## config.mk

```make
export PLATFORM = sky130hd
export DESIGN_NAME = tdc_event_word_deframer_unit
export DESIGN_NICKNAME = d
export VERILOG_FILES = /design/src/hw/rtl/tevd_pkg.sv /design/src/hw/rtl/tdc_event_word_deframer_unit.sv /design/src/hw/rtl/tevd_front.sv /design/src/hw/rtl/tevd_walker.sv
export SDC_FILE = /design/constraint.sdc
export NUM_CORES = 1
export LEC_CHECK = 0
export ABC_CLOCK_PERIOD_IN_PS = 14800
export BUFFER_PORTS_ARGS = -buffer_cell sky130_fd_sc_hd__buf_2
export CAP_MARGIN = 20
export CORE_AREA = 2 2 221 223
export CTS_CLUSTER_SIZE = 24
export DETAILED_ROUTE_END_ITERATION = 8
export DIE_AREA = 0 0 223 225
export GPL_TIMING_DRIVEN = 1
export PLACE_DENSITY = 0.69
export REMOVE_ABC_BUFFERS = 1
export SETUP_SLACK_MARGIN = 0.02
export SKIP_CTS_REPAIR_TIMING = 1
export SLEW_MARGIN = 20
export SYNTH_ARGS = -nofsm -noshare
export SYNTH_HDL_FRONTEND = slang
export SYNTH_SLANG_ARGS = --single-unit
```

## constraint.sdc

```tcl
create_clock -name clock -period 14.8 [get_ports clock]
set_input_delay 0.74 -clock clock [delete_from_list [all_inputs] [get_ports clock]]
set_output_delay 0.74 -clock clock [all_outputs]
set_load 0.1 [all_outputs]
```

## src/hw/rtl/tevd_pkg.sv

```systemverilog
`default_nettype none

package tevd_pkg;

   localparam int unsigned QueueDepthDefault = 4;

   typedef enum logic [3:0] {
      PH_COUNT,
      PH_HDR,
      PH_ROSCNT,
      PH_LOCK,
      PH_ROSDATA,
      PH_GROUP,
      PH_PUCNT,
      PH_PUSKIP,
      PH_TRAIL
   } phase_type;

   localparam logic KIND_HIT = 1'b0;
   localparam logic KIND_END = 1'b1;

   localparam logic [3:0] TYPE_GROUP_HDR = 4'h0;
   localparam logic [3:0] TYPE_TRAILER   = 4'h1;
   localparam logic [3:0] TYPE_HIT       = 4'h4;
   localparam logic [3:0] TYPE_HIT_B     = 4'h6;
   localparam logic [3:0] TYPE_HIT_C     = 4'h7;
   localparam logic [3:0] TYPE_ROS_HDR   = 4'hF;

   localparam logic [31:0] WORD_EVENT_NUM  = 32'd3;
   localparam logic [31:0] WORD_ROS_OFFSET = 32'd6;
   localparam logic [31:0] WORD_PU_OFFSET  = 32'd7;
   localparam logic [31:0] WORD_HDR_LAST   = 32'd9;

   localparam int unsigned ERR_ROS_OFFSET = 0;
   localparam int unsigned ERR_ROS_COUNT  = 1;
   localparam int unsigned ERR_PU_OFFSET  = 2;
   localparam int unsigned ERR_TRAILER    = 3;

   typedef struct packed {
      logic is_ros_hdr;
      logic is_group_hdr;
      logic is_trailer;
      logic is_hit;
      logic is_group_data;
   } word_class_type;

   typedef struct packed {
      logic [31:0]    word;
      word_class_type cls;
   } entry_type;

   function automatic word_class_type classify(input logic [31:0] w);
      word_class_type c;
      logic [3:0]     t;
      t               = w[31:28];
      c.is_ros_hdr    = (t == TYPE_ROS_HDR);
      c.is_group_hdr  = (t == TYPE_GROUP_HDR);
      c.is_trailer    = (t == TYPE_TRAILER);
      c.is_hit        = (t == TYPE_HIT);
      c.is_group_data = (t == TYPE_HIT) || (t == TYPE_HIT_B) || (t == TYPE_HIT_C)
                        || (t == TYPE_ROS_HDR);
      return c;
   endfunction

endpackage

`default_nettype wire

```

## src/hw/rtl/tdc_event_word_deframer_unit.sv

```systemverilog
`default_nettype none

// Event-frame deframer for TDC readout words. One 32-bit word enters per cycle
// while req_stall is low, and the unit sustains one word per cycle while no
// result is held: a small input queue takes the word and tags it, and the frame
// walker consumes one queued word each cycle, tracking the header, ROS, TDC
// group and PU sections with counter compares. Each type-4 word inside a TDC
// group gives a raw hit result; the trailing word count gives an event-end
// result with the offset and count mismatch mask. Results come from an output
// register that holds while rsp_stall is high; the queue (QueueDepth words)
// takes words until it fills. Board channel persists until the next ROS header.
module tdc_event_word_deframer_unit #(
   parameter int unsigned QueueDepth = tevd_pkg::QueueDepthDefault
) (
   input  wire         clock,
   input  wire         reset,
   input  wire         req_valid,
   output logic        req_stall,
   input  wire  [31:0] req_word,
   output logic        rsp_valid,
   input  wire         rsp_stall,
   output logic        rsp_kind,
   output logic [31:0] rsp_event_number,
   output logic [11:0] rsp_group_event_id,
   output logic [2:0]  rsp_board_channel,
   output logic [3:0]  rsp_tdc_number,
   output logic [4:0]  rsp_channel_number,
   output logic [18:0] rsp_raw_time,
   output logic [3:0]  rsp_error_mask
);
   import tevd_pkg::*;

   logic      head_valid;
   entry_type head;
   logic      head_pop;

   tevd_front #(
      .Depth (QueueDepth)
   ) u_front (
      .clock      (clock),
      .reset      (reset),
      .req_valid  (req_valid),
      .req_stall  (req_stall),
      .req_word   (req_word),
      .head_valid (head_valid),
      .head       (head),
      .head_pop   (head_pop)
   );

   tevd_walker u_walker (
      .clock              (clock),
      .reset              (reset),
      .head_valid         (head_valid),
      .head               (head),
      .head_pop           (head_pop),
      .rsp_valid          (rsp_valid),
      .rsp_stall          (rsp_stall),
      .rsp_kind           (rsp_kind),
      .rsp_event_number   (rsp_event_number),
      .rsp_group_event_id (rsp_group_event_id),
      .rsp_board_channel  (rsp_board_channel),
      .rsp_tdc_number     (rsp_tdc_number),
      .rsp_channel_number (rsp_channel_number),
      .rsp_raw_time       (rsp_raw_time),
      .rsp_error_mask     (rsp_error_mask)
   );

endmodule

`default_nettype wire

```

## src/hw/rtl/tevd_front.sv

```systemverilog
`default_nettype none

module tevd_front #(
   parameter int unsigned Depth = 4
) (
   input  wire                 clock,
   input  wire                 reset,
   input  wire                 req_valid,
   output logic                req_stall,
   input  wire  [31:0]         req_word,
   output logic                head_valid,
   output tevd_pkg::entry_type head,
   input  wire                 head_pop
);
   import tevd_pkg::*;

   localparam int unsigned PtrW = (Depth > 1) ? $clog2(Depth) : 1;
   localparam int unsigned CntW = $clog2(Depth + 1);
   localparam logic [PtrW-1:0] PtrLast = PtrW'(Depth - 1);
   localparam logic [CntW-1:0] CntFull = CntW'(Depth);

   entry_type       slot_ff [Depth];
   logic [PtrW-1:0] wr_ptr_ff, wr_ptr_in;
   logic [PtrW-1:0] rd_ptr_ff, rd_ptr_in;
   logic [CntW-1:0] count_ff, count_in;
   logic            push;

   assign req_stall  = (count_ff == CntFull);
   assign push       = req_valid && !req_stall;
   assign head_valid = (count_ff != '0);
   assign head       = slot_ff[rd_ptr_ff];

   always_comb begin
      wr_ptr_in = wr_ptr_ff;
      rd_ptr_in = rd_ptr_ff;
      count_in  = count_ff;
      if (push) begin
         wr_ptr_in = (wr_ptr_ff == PtrLast) ? '0 : wr_ptr_ff + 1'b1;
      end
      if (head_pop) begin
         rd_ptr_in = (rd_ptr_ff == PtrLast) ? '0 : rd_ptr_ff + 1'b1;
      end
      if (push && !head_pop) begin
         count_in = count_ff + 1'b1;
      end else if (!push && head_pop) begin
         count_in = count_ff - 1'b1;
      end
   end

   always_ff @(posedge clock) begin
      if (reset) begin
         wr_ptr_ff <= '0;
         rd_ptr_ff <= '0;
         count_ff  <= '0;
      end else begin
         wr_ptr_ff <= wr_ptr_in;
         rd_ptr_ff <= rd_ptr_in;
         count_ff  <= count_in;
      end
   end

   // classify on the way in so the walker decides on flags, not type bits
   always_ff @(posedge clock) begin
      if (push) begin
         slot_ff[wr_ptr_ff] <= '{word: req_word, cls: classify(req_word)};
      end
   end

   a_count_bound: assert property (@(posedge clock) disable iff (reset)
      count_ff <= CntFull)
      else $error("queue count above depth");

   a_pop_nonempty: assert property (@(posedge clock) disable iff (reset)
      head_pop |-> head_valid)
      else $error("pop from empty queue");

   a_push_grows: assert property (@(posedge clock) disable iff (reset)
      (push && !head_pop) |=> (count_ff == $past(count_ff) + 1'b1))
      else $error("push did not grow queue");

endmodule

`default_nettype wire

```

## src/hw/rtl/tevd_walker.sv

```systemverilog
`default_nettype none

module tevd_walker (
   input  wire                 clock,
   input  wire                 reset,
   input  wire                 head_valid,
   input  tevd_pkg::entry_type head,
   output logic                head_pop,
   output logic                rsp_valid,
   input  wire                 rsp_stall,
   output logic                rsp_kind,
   output logic [31:0]         rsp_event_number,
   output logic [11:0]         rsp_group_event_id,
   output logic [2:0]          rsp_board_channel,
   output logic [3:0]          rsp_tdc_number,
   output logic [4:0]          rsp_channel_number,
   output logic [18:0]         rsp_raw_time,
   output logic [3:0]          rsp_error_mask
);
   import tevd_pkg::*;

   phase_type   phase_ff, phase_in;
   logic [31:0] word_counter_ff, word_counter_in;
   logic [31:0] header_count_ff, header_count_in;
   logic [31:0] event_num_ff, event_num_in;
   logic [31:0] ros_offset_ff, ros_offset_in;
   logic [31:0] pu_offset_ff, pu_offset_in;
   logic [31:0] ros_end_ff, ros_end_in;
   logic [31:0] pu_rem_ff, pu_rem_in;
   logic [2:0]  rob_channel_ff, rob_channel_in;
   logic [11:0] group_id_ff, group_id_in;
   logic [3:0]  error_ff, error_in;

   logic        out_valid_ff, out_valid_in;
   logic        out_kind_ff, out_kind_in;
   logic [31:0] out_event_ff, out_event_in;
   logic [11:0] out_gid_ff, out_gid_in;
   logic [2:0]  out_board_ff, out_board_in;
   logic [3:0]  out_tdc_ff, out_tdc_in;
   logic [4:0]  out_chan_ff, out_chan_in;
   logic [18:0] out_time_ff, out_time_in;
   logic [3:0]  out_err_ff, out_err_in;

   logic [31:0]    w;
   word_class_type cls;
   logic [31:0]    cnt_nx;
   logic           ros_done;
   logic           ros_closing;
   logic [31:0]    pu_start;
   logic [31:0]    pu_skip_nx;
   logic           emit;

   assign w          = head.word;
   assign cls        = head.cls;
   assign head_pop   = head_valid && (!out_valid_ff || !rsp_stall);
   assign cnt_nx     = word_counter_ff + 32'd1;
   assign ros_done   = (cnt_nx >= ros_end_ff);
   // ros section ends after a data word or a group word once the count is reached
   assign ros_closing = head_pop && ros_done &&
                        (((phase_ff == PH_ROSDATA) && !cls.is_group_hdr) ||
                         (phase_ff == PH_GROUP));
   assign pu_start   = (w != '0) ? w - 32'd1 : '0;
   assign pu_skip_nx = (pu_rem_ff != '0) ? pu_rem_ff - 32'd1 : '0;

   // next phase
   always_comb begin
      phase_in = phase_ff;
      if (head_pop) begin
         case (phase_ff)
            PH_COUNT:   phase_in = PH_HDR;
            PH_HDR: begin
               if (cnt_nx >= WORD_HDR_LAST) phase_in = PH_ROSCNT;
            end
            PH_ROSCNT:  phase_in = PH_LOCK;
            PH_LOCK:    phase_in = PH_ROSDATA;
            PH_ROSDATA: begin
               if (cls.is_group_hdr) begin
                  phase_in = PH_GROUP;
               end else begin
                  phase_in = ros_done ? PH_PUCNT : PH_ROSDATA;
               end
            end
            PH_GROUP: begin
               if (cls.is_group_data) begin
                  if (ros_done) phase_in = PH_PUCNT;
               end else begin
                  phase_in = ros_done ? PH_PUCNT : PH_ROSDATA;
               end
            end
            PH_PUCNT:   phase_in = (pu_start == '0) ? PH_TRAIL : PH_PUSKIP;
            PH_PUSKIP: begin
               if (pu_skip_nx == '0) phase_in = PH_TRAIL;
            end
            PH_TRAIL:   phase_in = PH_COUNT;
            default:    phase_in = PH_COUNT;
         endcase
      end
   end

   // datapath and result
   always_comb begin
      word_counter_in = word_counter_ff;
      header_count_in = header_count_ff;
      event_num_in    = event_num_ff;
      ros_offset_in   = ros_offset_ff;
      pu_offset_in    = pu_offset_ff;
      ros_end_in      = ros_end_ff;
      pu_rem_in       = pu_rem_ff;
      rob_channel_in  = rob_channel_ff;
      group_id_in     = group_id_ff;
      error_in        = error_ff;
      emit            = 1'b0;
      out_kind_in     = out_kind_ff;
      out_event_in    = out_event_ff;
      out_gid_in      = out_gid_ff;
      out_board_in    = out_board_ff;
      out_tdc_in      = out_tdc_ff;
      out_chan_in     = out_chan_ff;
      out_time_in     = out_time_ff;
      out_err_in      = out_err_ff;
      if (head_pop) begin
         word_counter_in = cnt_nx;
         case (phase_ff)
            PH_COUNT: begin
               word_counter_in = 32'd1;
               header_count_in = w;
               error_in        = '0;
            end
            PH_HDR: begin
               if (cnt_nx == WORD_EVENT_NUM)  event_num_in  = w;
               if (cnt_nx == WORD_ROS_OFFSET) ros_offset_in = w;
               if (cnt_nx == WORD_PU_OFFSET)  pu_offset_in  = w;
            end
            PH_ROSCNT: begin
               if (ros_offset_ff + 32'd1 != cnt_nx) error_in[ERR_ROS_OFFSET] = 1'b1;
               ros_end_in = w;
            end
            PH_LOCK: begin
               ros_end_in = cnt_nx + ros_end_ff - 32'd2;
            end
            PH_ROSDATA: begin
               if (cls.is_ros_hdr) begin
                  rob_channel_in = w[2:0];
               end else if (cls.is_group_hdr) begin
                  group_id_in = w[23:12];
               end
            end
            PH_GROUP: begin
               if (cls.is_hit) begin
                  emit         = 1'b1;
                  out_kind_in  = KIND_HIT;
                  out_event_in = event_num_ff;
                  out_gid_in   = group_id_ff;
                  out_board_in = rob_channel_ff;
                  out_tdc_in   = w[27:24];
                  out_chan_in  = w[23:19];
                  out_time_in  = w[18:0];
                  out_err_in   = '0;
               end else if (!cls.is_group_data && cls.is_trailer) begin
                  group_id_in = w[23:12];
               end
            end
            PH_PUCNT: begin
               if (pu_offset_ff + 32'd1 != cnt_nx) error_in[ERR_PU_OFFSET] = 1'b1;
               pu_rem_in = pu_start;
            end
            PH_PUSKIP: begin
               pu_rem_in = pu_skip_nx;
            end
            PH_TRAIL: begin
               if (w != header_count_ff) error_in[ERR_TRAILER] = 1'b1;
               emit         = 1'b1;
               out_kind_in  = KIND_END;
               out_event_in = event_num_ff;
               out_gid_in   = '0;
               out_board_in = '0;
               out_tdc_in   = '0;
               out_chan_in  = '0;
               out_time_in  = '0;
            end
            default: begin
            end
         endcase
         if (ros_closing && (ros_end_ff != cnt_nx)) error_in[ERR_ROS_COUNT] = 1'b1;
         if (phase_ff == PH_TRAIL) out_err_in = error_in;
      end
      out_valid_in = emit || (out_valid_ff && rsp_stall);
   end

   always_ff @(posedge clock) begin
      if (reset) begin
         phase_ff        <= PH_COUNT;
         word_counter_ff <= '0;
         header_count_ff <= '0;
         event_num_ff    <= '0;
         ros_offset_ff   <= '0;
         pu_offset_ff    <= '0;
         ros_end_ff      <= '0;
         pu_rem_ff       <= '0;
         rob_channel_ff  <= '0;
         group_id_ff     <= '1;
         error_ff        <= '0;
         out_valid_ff    <= 1'b0;
      end else begin
         phase_ff        <= phase_in;
         word_counter_ff <= word_counter_in;
         header_count_ff <= header_count_in;
         event_num_ff    <= event_num_in;
         ros_offset_ff   <= ros_offset_in;
         pu_offset_ff    <= pu_offset_in;
         ros_end_ff      <= ros_end_in;
         pu_rem_ff       <= pu_rem_in;
         rob_channel_ff  <= rob_channel_in;
         group_id_ff     <= group_id_in;
         error_ff        <= error_in;
         out_valid_ff    <= out_valid_in;
      end
   end

   always_ff @(posedge clock) begin
      out_kind_ff  <= out_kind_in;
      out_event_ff <= out_event_in;
      out_gid_ff   <= out_gid_in;
      out_board_ff <= out_board_in;
      out_tdc_ff   <= out_tdc_in;
      out_chan_ff  <= out_chan_in;
      out_time_ff  <= out_time_in;
      out_err_ff   <= out_err_in;
   end

   assign rsp_valid          = out_valid_ff;
   assign rsp_kind           = out_kind_ff;
   assign rsp_event_number   = out_event_ff;
   assign rsp_group_event_id = out_gid_ff;
   assign rsp_board_channel  = out_board_ff;
   assign rsp_tdc_number     = out_tdc_ff;
   assign rsp_channel_number = out_chan_ff;
   assign rsp_raw_time       = out_time_ff;
   assign rsp_error_mask     = out_err_ff;

   a_hit_no_errors: assert property (@(posedge clock) disable iff (reset)
      (out_valid_ff && out_kind_ff == KIND_HIT) |-> (out_err_ff == '0))
      else $error("hit word carries an error mask");

   a_no_pop_over_held: assert property (@(posedge clock) disable iff (reset)
      head_pop |-> !(out_valid_ff && rsp_stall))
      else $error("word taken while result held");

   a_event_start: assert property (@(posedge clock) disable iff (reset)
      (head_pop && phase_ff == PH_COUNT) |=>
         (word_counter_ff == 32'd1 && phase_ff == PH_HDR && error_ff == '0))
      else $error("event start did not restart counters");

endmodule

`default_nettype wire
```

==> results of run 1 <==
## power by group
group	total [mW]	leakage (nW)	internal [mW]	switching (mW)
clock network	1.31	0.828	0.757	0.551
registers	1.66	4.22	1.58	0.0803
logic	2.38	6.42	0.744	1.63
total	5.35	11.5	3.08	2.26
## per-layer routing
metal,vias to the layer above,global-route usage,routed length (um),share of wire
li1,9379,-,-,-
met1,9823,0.395,31300,0.42
met2,815,0.484,35300,0.48
met3,127,0.0432,5050,0.068
met4,0,0.0989,2170,0.029
met5,-,0,0,0
## through the flow
| step | total power [mW] | setup WS, ns | hold slack [ns] |
|---|---|---|---|
| finish | 5.35 | 9.28 | 0.342 |
| global route | 5.60 | 8.87 | 0.332 |
| CTS | 5.33 | 9.42 | 0.322 |
| detailed placement | 4.02 | 9.44 | 0.415 |
| global placement | 3.99 | 9.55 | 0.412 |
| floorplan | 3.31 | 6.60 | 0.408 |
## worst paths after layout
path | slack [ns] | endpoint | startpoint | cells after the start
worst min-delay path | 0.34 | u_front.slot_ff[1][18]$_DFFE_PP_ | req_word[13] | 1
worst min register to register | 0.42 | u_walker.rsp_event_number[14]$_DFFE_PP_ | u_walker.event_num_ff[14]$_SDFFE_PP0P_ | 0
worst max-delay path | 9.28 | u_walker.phase_ff[3]$_SDFFE_PP0P_ | u_walker.word_counter_ff[0]$_SDFFE_PP0P_ | 16
worst max register to register | 9.28 | u_walker.phase_ff[3]$_SDFFE_PP0P_ | u_walker.word_counter_ff[0]$_SDFFE_PP0P_ | 16
## registers in the layout, indices dropped and copies added, names as in the netlist, 32 cells and up, named ones only
signal                     count
u_walker.rsp_event_number     32
u_walker.event_num_ff         32
u_walker.word_counter_ff      32
u_walker.header_count_ff      32
u_walker.pu_rem_ff            32
u_walker.ros_end_ff           32
u_walker.pu_offset_ff         32
u_front.slot_ff              148
u_walker.ros_offset_ff        32
## cell usage in the layout (no fill, tap or decap), drive strengths merged, types with 20 or more instances in the layout
cell,instances
nor4,57
edfxtp,228
and3,22
a22oi,43
nand4,49
ha,108
clkbuf,65
nor2b,65
o21ai,85
dfxtp,257
mux4,37
a211oi,27
buf,138
or3,20
xor2,98
nor2,303
mux2i,109
nand2,177
inv,128
xnor2,138
a21oi,115
nand3,65
nor3,67
## cell usage after synthesis, drive strengths merged, types with 20 or more instances
cell type,count
nor2,303
dfxtp,257
edfxtp,228
nand2,177
xnor2,138
clkbuf,129
inv,125
a21oi,115
mux2i,109
ha,108
xor2,98
o21ai,85
nor3,67
nand3,65
nor2b,65
nor4,57
nand4,49
a22oi,43
buf,39
mux4,37
a211oi,27
and3,22
or3,20
## layout make-up
| class | count | area share |
|---|---|---|
| flip-flops and latches | 485 | 0.419 |
| clock inverters | 30 | 0.0128 |
| well taps | 615 | 0.0269 |
| multi-input cells | 1833 | 0.452 |
| repair buffers | 139 | 0.0265 |
| inverters | 125 | 0.0164 |
| clock buffers | 64 | 0.0470 |
| diodes | 2 | 0.000175 |
## cell families (layout without fill, tap and decap cells)
group	count (synthesis)	in the layout	synth area share
buffers and inverters	293	358	0.0452
AOI/OAI and AO/OA	418	418	0.105
xor gates and xnor gates	237	237	0.0805
DFF	485	485	0.461
other	0	2	0
muxes	148	148	0.0748
adders and majority gates	110	110	0.0534
and+or+nand+nor	920	920	0.180
## worst max-delay path: cells and delay by family (launching register included)
kind	cells	cell delay (ns)
flip-flops	1	0.60
AO/OA/AOI/OAI	4	1.09
XOR/XNOR	1	0.17
buffers and inverters	2	0.26
AND/OR/NAND/NOR	7	2.52
adder cells (fa/ha/maj)	2	0.75
==> impl_metrics.ini, run 1 <==
[cells_and_area]
fin_util = 0.602
fillerInstances = 3927
syn_to_final_growth_pct = 10.0
regArea_sq_mm = 0.0120
finalNetCount = 2780
multiInputGateArea_sq_mm = 0.0129
final_area_sq_mm = 0.0286
finalNonFillerCells = 3293
layout-drive-gt1-share = 0.117

[logic_synthesis]
syn_inst = 2611
mappedNetlistArea_sq_mm = 0.0260
synth_edf_count = 228
synth_seq_cells = 485
synth_top_area_frac = 0.263
synth_flop_cell = dfxtp_1
yosys_warnings = 0
ys_seq_area_frac = 0.461
synth_area_leaders = edfxtp_1 26%, dfxtp_1 20%, ha_1 5.2%
yosysUniqueCellTypes = 84
synth_top_area_cell = edfxtp_1
syn_avg_cell_area_sq_um = 9.97
async_flop_share = 0

[sta]
setup_tns_ns = 0
hold_violations = 0
fmaxAchievable_mhz = 181
setup_viol = 0
relSlewSlack = 0.303
slew_violations = 0
clock_skew_ns = 0.0229
fin_crit_sh = 0.373
rsz0062_at_grt = no
post-route-min-period_ns = 5.52
tightest_slew_ns = 1.04

[route]
routedWlPerCell_um = 22.4
via_per_inst = 6.12
dr_total_vias = 20144
dr.pass1.iters = 7
drt-total-wl_um = 73800
antenna_left = 0
drc = 0
drt_iter0_drc = 1747

[critical_path]
setup.worst_path.end_class = register
cp_slowest_cell = dfxtp_1
max_stage_delay_ns = 0.60
worstPathCellList = ha_1, inv_1, nor3_2, and3_1, xnor2_1, inv_1, ha_1, nand4_1, or4_1, or2_2, o311a_1, a41oi_1, o21a_1, or3b_1, nor2b_1, a311oi_1
worstPathRequired_ns = 15.32
critPathLaunchType = register
worst-path-max-fanout = 12
arrival_ns = 6.04
setup.worst_path.class = register to register

[status]
status = finished clean

[cts]
cts-root-buf = clkbuf_16
cts_buffer_depth = 3
cts_tree = done
clock-sinks = 485
cts_max_level = 2
path_clk_slew_ns = 0.07
cts_buffers = 50
insertion_delay_ns = 0.62

[grt]
grt_pass1_wl_um = 113000
grt_use_total = 0.292
grt_max_degree = 122
antenna_found_initial = 3
grt-ovfl-total = 0
first_global_vias = 19254

[floorplan]
fp.coreArea_sq_mm = 0.0475
die_y_um = 225
num_rows = 80
start_util = 0.548
die_w_um = 223
die_area_sq_mm = 0.0502
ioPinCount = 118

[pwr]
power_density_mw_per_mm2 = 187
max-vdd-ir-drop_uv = 200
leakagePower_nw = 11.5

[min_path]
hold_class = primary input to register

[placement]
io_buffers = 117
place_inst = 3197
place_congestion = 0.991
dp_hpwl_um = 50200
placed_area_sq_mm = 0.0269

[run]
cap_violations = 0
(Power assumes the default switching activity.)
==> run 2, diff against run 1 <==
ABC_AREA = 1   (was unset)
ABC_CLOCK_PERIOD_IN_PS = 5100   (was 14800)
CORE_AREA = 2 2 224 226   (was 2 2 221 223)
DIE_AREA = 0 0 226 228   (was 0 0 223 225)
clock period = 5.1 ns   (was 14.8 ns; I/O delays follow)
==> impl_metrics.ini, run 2 <==
[status]
status = finished with violations
violations = negative hold slack

[logic_synthesis]
synth_top_area_frac = 0.256
async_flop_share = 0
synth_seq_cells = 485
synth_area_leaders = edfxtp_1 26%, dfxtp_1 19%, nand2_1 12%
ys_seq_area_frac = 0.448
syn_inst = 3460
synth_edf_count = 228
syn_avg_cell_area_sq_um = 7.74
mappedNetlistArea_sq_mm = 0.0268
yosys_warnings = 0
synth_flop_cell = dfxtp_1
synth_top_area_cell = edfxtp_1
yosysUniqueCellTypes = 53
yosysMostFrequentCell = nand2_1
yosys-top-cells-count = 849 x nand2_1, 353 x a21oi_1, 348 x nor2_1

[run]
cap_violations = 0

[cts]
insertion_delay_ns = 0.63
cts_buffer_depth = 3
cts_buffers = 52
clock-sinks = 485
cts_max_level = 2
cts_tree = done
path_clk_slew_ns = 0.06
cts-root-buf = clkbuf_16

[critical_path]
reg2reg_to = u_walker.ros_end_ff[25]$_SDFFE_PP0P_
arrival_ns = 5.12
critPathLaunchType = register
r2r_cells = 17
worstPathRequired_ns = 5.55
worst-path-max-fanout = 8
ff2ff_setup_slack_ns = 0.43
setup.worst_path.class = register to register
rr_startpoint = u_walker.word_counter_ff[0]$_SDFFE_PP0P_
setup.worst_path.start = u_walker.word_counter_ff[0]$_SDFFE_PP0P_
setup.worst_path.end_class = register

[cells_and_area]
max_flop_register = u_front.slot_ff
final_cell_mix = 849 x nand2_1, 352 x a21oi_1, 341 x nor2_1, 321 x inv_1, 256 x dfxtp_1
final_area_sq_mm = 0.0303
fillerInstances = 4413
final_common_cell = nand2_1
largest_reg_flops = 148
finalNetCount = 3727
syn_to_final_growth_pct = 13.3
layout-drive-gt1-share = 0.0861

[floorplan]
start_util = 0.542
num_rows = 82
ioPinCount = 118
die_w_um = 226
die_y_um = 228
die_area_sq_mm = 0.0515
fp.coreArea_sq_mm = 0.0493

[sta]
hold_violations = 1
slew_violations = 0
tightest_slew_ns = 0.994
setup_viol = 0
fmaxAchievable_mhz = 214
fin_crit_sh = 0.916
hold_ws_ns = -0.00675
relSlewSlack = 0.337
post-route-min-period_ns = 4.67
rsz0062_at_grt = no
clock_skew_ns = 0.0384
setup_tns_ns = 0

[pwr]
p_sw_mw = 6.98
power_density_mw_per_mm2 = 524
p_sw_frac = 0.439
p_clk_frac = 0.255
seq_power_share = 0.293
internal-power_mw = 8.92
comb_power_share = 0.452
max-vdd-ir-drop_uv = 462
leakagePower_nw = 13.1

[min_path]
whs_endpoint = u_walker.rsp_valid$_SDFF_PP0_
min_path_cells = 3
hp-start = rsp_stall
hold_class = primary input to register

[placement]
placed_area_sq_mm = 0.0281
io_buffers = 117
place_congestion = 1.03
dp_hpwl_um = 62500

[grt]
first_global_vias = 22737
grt_max_degree = 154
grt_use_total = 0.341
antenna_found_initial = 3
grt-ovfl-total = 0
grt_pass1_wl_um = 134000

[route]
via_per_inst = 5.73
dr.pass1.iters = 5
drt-total-wl_um = 89300
drt_iter0_drc = 2785
routedWlPerCell_um = 20.8
dr_total_vias = 24651
antenna_left = 0
drc = 0
-- run 2: power groups by stage --
stage	clock network, mW	registers, mW	logic [mW]
4_1_cts	4.08	4.66	6.91
3_5_place_dp	0	4.73	6.88
6_report	4.05	4.66	7.19
3_3_place_gp	0	4.72	6.77
5_1_grt	4.24	4.69	7.66
2_1_floorplan	0	4.74	4.13
-- run 2: cells by family (layout without fill, tap and decap cells) --
family / Yosys count / in the layout / share of synthesized area
AND/OR/NAND/NOR: 1550 / 1550 / 0.241
AO/OA/AOI/OAI: 672 / 672 / 0.135
flip-flops: 485 / 485 / 0.448
buffers and inverters: 477 / 641 / 0.0697
XOR/XNOR: 166 / 166 / 0.0543
adder cells (fa/ha/maj): 110 / 110 / 0.0520
other: 0 / 3 / 0
-- run 2: area by class of cell --
class,count,area [sq um],area share
Sequential cell,485,12000,0.395
Inverter,335,1260,0.0415
Timing Repair Buffer,209,1400,0.0463
Tap cell,672,841,0.0277
Clock inverter,21,345,0.0114
Multi-Input combinational cell,2498,13000,0.428
Antenna cell,3,7.51,0.000247
Clock buffer,76,1490,0.0492
-- run 2: routing by layer --
layer  wire [um]  GRT usage  vias up
met2       38700      0.505     1074
met3        8180     0.0744      187
met1       39200      0.489    11624
met4        3220      0.123        0
li1            -          -    11766
met5           0          0        -
-- run 2: worst max path at each step --
stage	endpoint	cells past startpoint
3_3_place_gp	u_walker.ros_end_ff[25]$_SDFFE_PP0P_	17
4_1_cts	u_walker.ros_end_ff[25]$_SDFFE_PP0P_	17
3_5_place_dp	u_walker.ros_end_ff[25]$_SDFFE_PP0P_	17
6_report	u_walker.ros_end_ff[25]$_SDFFE_PP0P_	17
2_1_floorplan	u_walker.rsp_board_channel[0]$_SDFFCE_PP0P_	5
5_1_grt	u_walker.ros_end_ff[25]$_SDFFE_PP0P_	17
-- run 2: critical path, cell delays in order (launching register included) --
cell and delay, ns:
dfxtp_1 0.48, ha_1 0.25, nand3_2 0.17, nor3_2 0.41, or2_2 0.19, nand2_1 0.16
inv_1 0.13, ha_1 0.25, ha_1 0.37, a21o_1 0.20, a21oi_1 0.47, o21bai_1 0.21
a21boi_0 0.38, o21ai_0 0.24, a21oi_1 0.27, xnor2_1 0.09, o21ai_0 0.14, a21oi_1 0.08
-- run 2: stage by stage --
stage	hold slack, ns	setup slack [ns]	util	cells	total power [mW]
finish	-0.00675	0.430	0.615	4299	15.9
global route	0.0127	0.0828	0.615	4297	16.6
CTS	-0.194	0.542	0.608	4263	15.6
detailed placement	0.410	0.589	0.570	4166	11.6
global placement	0.412	0.702	0.570	4165	11.5
floorplan	0.324	-2.55	-	3318	8.87
